--- config.mk ---
export PLATFORM = sky130hd
export DESIGN_NAME = pwsu_queue
export DESIGN_NICKNAME = d
export VERILOG_FILES = /design/src/rtl/pwsu_pkg.sv /design/src/rtl/pwsu_queue.sv
export SDC_FILE = /design/constraint.sdc
export NUM_CORES = 1
export LEC_CHECK = 0
export ABC_AREA = 1
export BUFFER_PORTS_ARGS = -buffer_cell sky130_fd_sc_hd__buf_2
export CELL_PAD_IN_SITES_DETAIL_PLACEMENT = 0
export CELL_PAD_IN_SITES_GLOBAL_PLACEMENT = 1
export CORE_MARGIN = 2
export CORE_UTILIZATION = 45
export DETAILED_ROUTE_END_ITERATION = 12
export PLACE_DENSITY = 0.81
export RECOVER_POWER = 50
export SLEW_MARGIN = 25
export SYNTH_ARGS = -nofsm -noshare
export SYNTH_HDL_FRONTEND = slang
export SYNTH_SLANG_ARGS = --single-unit
--- constraint.sdc ---
create_clock -name clk_i -period 6.05 [get_ports clk_i]
set_input_delay 1.21 -clock clk_i [delete_from_list [all_inputs] [get_ports clk_i]]
set_output_delay 1.21 -clock clk_i [all_outputs]
set_load 0.1 [all_outputs]
--- src/rtl/pwsu_pkg.sv ---
`timescale 1ns / 1ps

package pwsu_pkg;

  // field and datapath widths
  localparam int CoefW    = 32;
  localparam int WorldW   = 32;
  localparam int ProdW    = CoefW + WorldW;
  localparam int SumW     = ProdW + 2;
  localparam int FracDrop = 8;
  localparam int ClipW    = 58;
  localparam int NumW     = ClipW + 1;
  localparam int MagW     = ClipW;
  localparam int OutW     = 20;
  localparam int SizeW    = 14;
  localparam int ScreenMax = 8192;
  localparam int ScaleW   = 17;
  localparam int QW       = ScaleW + 1;
  localparam int MulW     = ScaleW + OutW + 1;

  // configuration port
  localparam int CfgIdxW  = 8;
  localparam int CfgDataW = 64;
  localparam int NumCoefRegs = 6;

  // queue between front and back
  localparam int QDepth = 4;
  localparam int QPtrW  = 2;
  localparam int QCntW  = 3;

  // 0.01 rounded up in Q.16
  localparam logic signed [ClipW-1:0] WMin = ClipW'(656);

  typedef enum logic [CfgIdxW-1:0] {
    RegRowX01 = 8'd0,
    RegRowX23 = 8'd1,
    RegRowY01 = 8'd2,
    RegRowY23 = 8'd3,
    RegRowW01 = 8'd4,
    RegRowW23 = 8'd5,
    RegScrW   = 8'd6,
    RegScrH   = 8'd7
  } cfg_reg_e;

  // rows x, y, w; terms c0..c3
  typedef struct packed {
    logic [2:0][3:0][CoefW-1:0] c;
  } coef_t;

  typedef struct packed {
    logic                   vis;
    logic signed [NumW-1:0] nx;
    logic signed [NumW-1:0] ny;
    logic [MagW-1:0]        w;
  } item_t;

  typedef struct packed {
    logic                   vld;
    logic                   vis;
    logic signed [NumW-1:0] num;
    logic [MagW-1:0]        den;
  } lane_in_t;

  typedef struct packed {
    logic                   vld;
    logic                   vis;
    logic signed [OutW-1:0] pix;
  } lane_out_t;

endpackage

--- src/rtl/pwsu_queue.sv ---
`timescale 1ns / 1ps

module pwsu_queue (
  input  logic            clk_i,
  input  logic            rst_ni,
  input  logic            push_i,
  input  pwsu_pkg::item_t item_i,
  output logic            full_o,
  input  logic            pop_i,
  output logic            empty_o,
  output pwsu_pkg::item_t item_o
);

  pwsu_pkg::item_t                 mem_q [pwsu_pkg::QDepth];
  logic [pwsu_pkg::QPtrW-1:0]      wr_ptr_q, rd_ptr_q;
  logic [pwsu_pkg::QCntW-1:0]      cnt_q;

  assign full_o  = cnt_q == pwsu_pkg::QCntW'(pwsu_pkg::QDepth);
  assign empty_o = cnt_q == '0;
  assign item_o  = mem_q[rd_ptr_q];

  // pointers and fill count
  always_ff @(posedge clk_i or negedge rst_ni) begin
    if (!rst_ni) begin
      wr_ptr_q <= '0;
      rd_ptr_q <= '0;
      cnt_q    <= '0;
    end else begin
      if (push_i) wr_ptr_q <= wr_ptr_q + 1'b1;
      if (pop_i)  rd_ptr_q <= rd_ptr_q + 1'b1;
      if (push_i && !pop_i)      cnt_q <= cnt_q + 1'b1;
      else if (pop_i && !push_i) cnt_q <= cnt_q - 1'b1;
    end
  end

  // storage
  always_ff @(posedge clk_i) begin
    if (push_i) mem_q[wr_ptr_q] <= item_i;
  end

endmodule

# After elaboration in Yosys (flattened, before gate mapping)
# Memory sizes are Yosys's and may differ from the RTL's.
# Cells that the tools add are included.
[word_totals]
ff_bits = 7
latchBits = 0
mem_bits_rw = 708
mem_bits_ro = 0
in_bits = 181
elab_cells = 19
mem_count = 1
[memory_table]
columns = ["memory", "words", "word_bits", "read_ports", "rd_ports_with_merged_regs", "wr", "line", "rtl"]
rows = [
  ["mem_q", 4, 177, 1, 0, 1, "pwsu_queue.sv:14", "pwsu_pkg::item_t mem_q [pwsu_pkg::QDepth];"],
]
[op_classes]
n_addsub = 4
n_mul = 0
n_div = 0
order_cmp = 0
eq_ne = 1
shift = 0
n_mux = 4
n_bitwise = 0
n_reduce_logical = 6
[ops]
columns = ["op", "n"]
rows = [
  ["3-bit two-way mux", 2],
  ["2-bit by 1-bit adder with 2-bit output (second input constant)", 2],
  ["3-bit by 1-bit adder with 3-bit output (second input constant)", 1],
  ["3-bit equality test (second input constant)", 1],
  ["3-bit zero test", 1],
  ["3-bit by 1-bit subtractor with 3-bit output (second input constant)", 1],
  ["1-bit logical AND", 2],
  ["1-bit zero test", 2],
  ["1-bit two-way mux", 2],
  ["2-bit nonzero test", 1],
]

# Depth between registers and ports, before layout
[logic_depth]
depth_word = 4
depth_mapped = 9

# Worst setup path before layout
# OpenSTA, ideal clock, no wires.
[synth_path]
kind = "in2reg"
startpoint = "in push_i"
endpoint = "mem mem_q[0][0] (netlist name), enable pin"
arrival_ps = 4929
t_required_ps = 5520
setup_slack_ps = 591
path_stages = 3
path_buffers = 1
cell_sequence = "clkbuf_1 -> nand2_1 -> inv_1"
[synth_between]
elab_chain_len = 2
[synth_lines]
columns = ["item", "line", "rtl"]
rows = [
  ["start, declared", "pwsu_queue.sv:6", "input logic push_i,"],
  ["1-bit two-way mux", "pwsu_queue.sv:38", "if (push_i) mem_q[wr_ptr_q] <= item_i;"],
  ["1-bit two-way mux (implied by the code)", "pwsu_queue.sv:38", ""],
  ["end, declared", "pwsu_queue.sv:14", ""],
]
# No other way between the ends.

==> results summary <==
The routed wire length per instance is 17.9 um. The CTS sink count is 715. The area share of fa/ha/maj cells after synthesis is 0.286%. Leaving out fill and tap cells, the most frequent cells in the layout are 708 x sky130_fd_sc_hd__edfxtp_1, 544 x sky130_fd_sc_hd__nand2_1, 361 x sky130_fd_sc_hd__inv_1. The mean post-synth cell area came out at 13.7 um2. The share of layout cells above drive strength 1 is 12.8%. After synthesis, the largest family of logic cells by area is compound AO/OA/AOI/OAI gates. The worst path uses 84.4% of the clock period. The arrival time of the worst setup path is 3890 ps. Buffers added to address setup during post-CTS repair amount to 0. The standard-cell row count came out at 92. Global routing finished with a remaining overflow of 0.

The number of buffers inserted by hold repair at cts came out at 0. The number of antenna violations at the first check in global routing was 7. The post-synthesis instance total came out at 2,113. The largest individual stage delay along the critical path comes from the cell sky130_fd_sc_hd__dfrtp_1. In this run the standard cell core region covers 0.0633 mm2.

The most common library cell in the layout ignoring fill and taps is sky130_fd_sc_hd__edfxtp_1. The total number of vias came out at 16,785. Between clock sinks in the finished design, the worst skew comes to 12.8 ps. The footprint of the multi-input gates is 0.00493 mm2.

For this run, the slowest stage of the critical path takes 1400 ps. Static timing analysis puts the maximum clock frequency at 196 MHz. The number of top-level pins is 360.

Measured against its own limit, the worst slew margin works out to -117%. The sequential cell area fraction in the yosys report came out at 74.2%. The number of max-slew violations in the final report is 259. STA classifies the critical path startpoint as a flip-flop. Entering global routing, the biggest net connects 164 pins.

The first routing iteration left 954 violations. In this run the tool buffered the top-level ports with 359 buffer cells. The half-perimeter wire length of the detailed placement result came out at 33,800 um. The slew at the pin closest to its max-slew limit is 3250 ps. The number of gates given a new drive strength after cts came out at 0. The area added between synthesis and finish came out at 14.5%. Yosys printed 0 warnings. Once the floorplan was initialized, standard cells occupied 45.7% of the core. Wires add up to 60,100 um. For this run, design rule violations remaining after detail routing come to 0. The number of distinct library cells after synthesis is 20. The maximum count of clock buffers along a single path came out at 3. The register area is 0.0214 mm2. Data on the critical path is required at its endpoint by 4840 ps. The maximum level of the CTS H-tree is 3. The portion of synthesized area spent on multiplexers is 0%. The critical path is of the flip-flop to output port type. The last weighted congestion value of the routability-driven placer came out at 0.730.

The final reports fail on capacitance limit, slew limit. The library cell appearing most often on the critical path is sky130_fd_sc_hd__buf_12. The die is 257 um wide. Of the total synthesized cell area, the portion taken by XOR and XNOR cells is 0.121%. The reported max-cap violation count is 3. With fillers left out, the area of the finished cells amounts to 0.0331 mm2. The simple-gate area share of the yosys netlist came out at 7.14%. Global routing used 18.0% of the available tracks.

Along the worst path, the maximum fanout reaches 124. The layout net count came out at 2,638. The post-synthesis compound-gate area fraction came out at 9.51%.

The final setup TNS is 0 ps. The die extent in y came out at 257 um. The routed via count divided by cell count came out at 5.00. The tightest min-delay check is of the flip-flop to flip-flop type. After detailed placement, the total cell area comes to 0.0309 mm2. The final-report hold violation count came out at 0. The post-CTS clock slew at the launch and capture registers of the worst setup and hold paths came out at 60 ps.

The flow ran to the end, but the final reports show violations. The number of nets with antenna violations after detailed routing is 0. The number of filler cells placed in the layout is 5,309.

TritonCTS built the clock tree. The root cell of the clock tree is sky130_fd_sc_hd__clkbuf_16. The signal on the critical path passes through buf_12 -> buf_4 -> buf_12 -> o211ai_1 -> nand2_1 -> buf_2. The number of buffers created by CTS is 76. After synthesis the cells add up to 0.0289 mm2. The synthesized netlist net count came out at 2,300. The first-pass GRT wire length is 92,200 um.

The number of setup violations in the final report is 0. The minimum clock period came out at 5100 ps. Synthesis inferred 715 register bits. The number of search-and-repair iterations in the first detailed-routing pass is 5. The flop-to-flop setup slack came out at 1530 ps. The die area came out at 0.0663 mm2.

Setup repair after global routing left no endpoint under its margin. The number of global-route vias before repair is 16,878. The worst setup path is captured at an output port. The insertion delay of the later-clocked pin in the worst-skew pair came out at 600 ps.
## Yosys cell counts (all sizes together)
library cell,number,area share [%]
nand2,544,7.1
xor2,3,0.091
xnor2,1,0.030
inv,366,4.8
o211ai,354,9.5
fa,1,0.069
dfrtp,7,0.61
nand4,1,0.022
ha,5,0.22
nand3,1,0.017
buf,84,2.5
o21ai,1,0.017
clkbuf,35,1.5
nor3,2,0.035
edfxtp,708,74
## final timing paths
check                            startpoint            to  depth (start not counted)
min in group asynchronous            rst_ni      cnt_q[2]                          1
worst min-delay path            wr_ptr_q[0]   wr_ptr_q[0]                          1
worst max-delay path            rd_ptr_q[0]   item_o[104]                          6
worst min register to register  wr_ptr_q[0]   wr_ptr_q[0]                          1
max in group asynchronous            rst_ni   rd_ptr_q[1]                          1
worst max register to register  wr_ptr_q[0]  mem_q[1][88]                          4
## sequential cells by signal, indices dropped and copies added, names as in the netlist
| signal | cells |
|---|---|
| cnt_q | 3 |
| mem_q | 708 |
| wr_ptr_q | 2 |
| rd_ptr_q | 2 |
## routing by layer
metal	global-route usage [%]	vias up	part of all wire, %
met2	31.1	404	50
met4	5.76	8	2.0
met1	21.8	8233	41
li1	-	8051	-
met3	4.94	89	6.9
met5	0	-	0.086
## kinds of logic after synthesis
family / after synthesis
flops: 715
simple gates: 548
xor+xnor: 4
fa+ha+maj: 6
compound gates: 355
buf+inv: 485
## per-stage QoR
stage / cells / hold slack [ps] / setup slack [ps] / util, %
after floorplan: 2113 / 463 / 591 / -
after global placement: 3217 / 488 / 2050 / 48.7
after detailed placement: 3217 / 509 / 2030 / 48.7
after CTS: 3349 / 411 / 1370 / 52.6
after global routing: 3352 / 535 / 652 / 52.3
final: 3355 / 535 / 945 / 52.3
## area by class of cell
cell class,count,share of cell area [%]
sequential,715,64.8
multi-input combinational,913,14.9
clock buffer,98,6.12
timing repair buffer,379,5.53
inverter,366,4.25
tap,846,3.20
clock inverter,34,1.21
antenna,4,0.0302
## critical path: cells and delay by family, from the launching register on
| family | cells | cell delay [ps] |
|---|---|---|
| buffers and inverters | 4 | 1450 |
| and+or+nand+nor | 1 | 110 |
| AOI/OAI and AO/OA | 1 | 190 |
| DFF | 1 | 1400 |
Power is not shown: default switching activity piles up to over one toggle a cycle in this logic, so the estimate is an artifact.
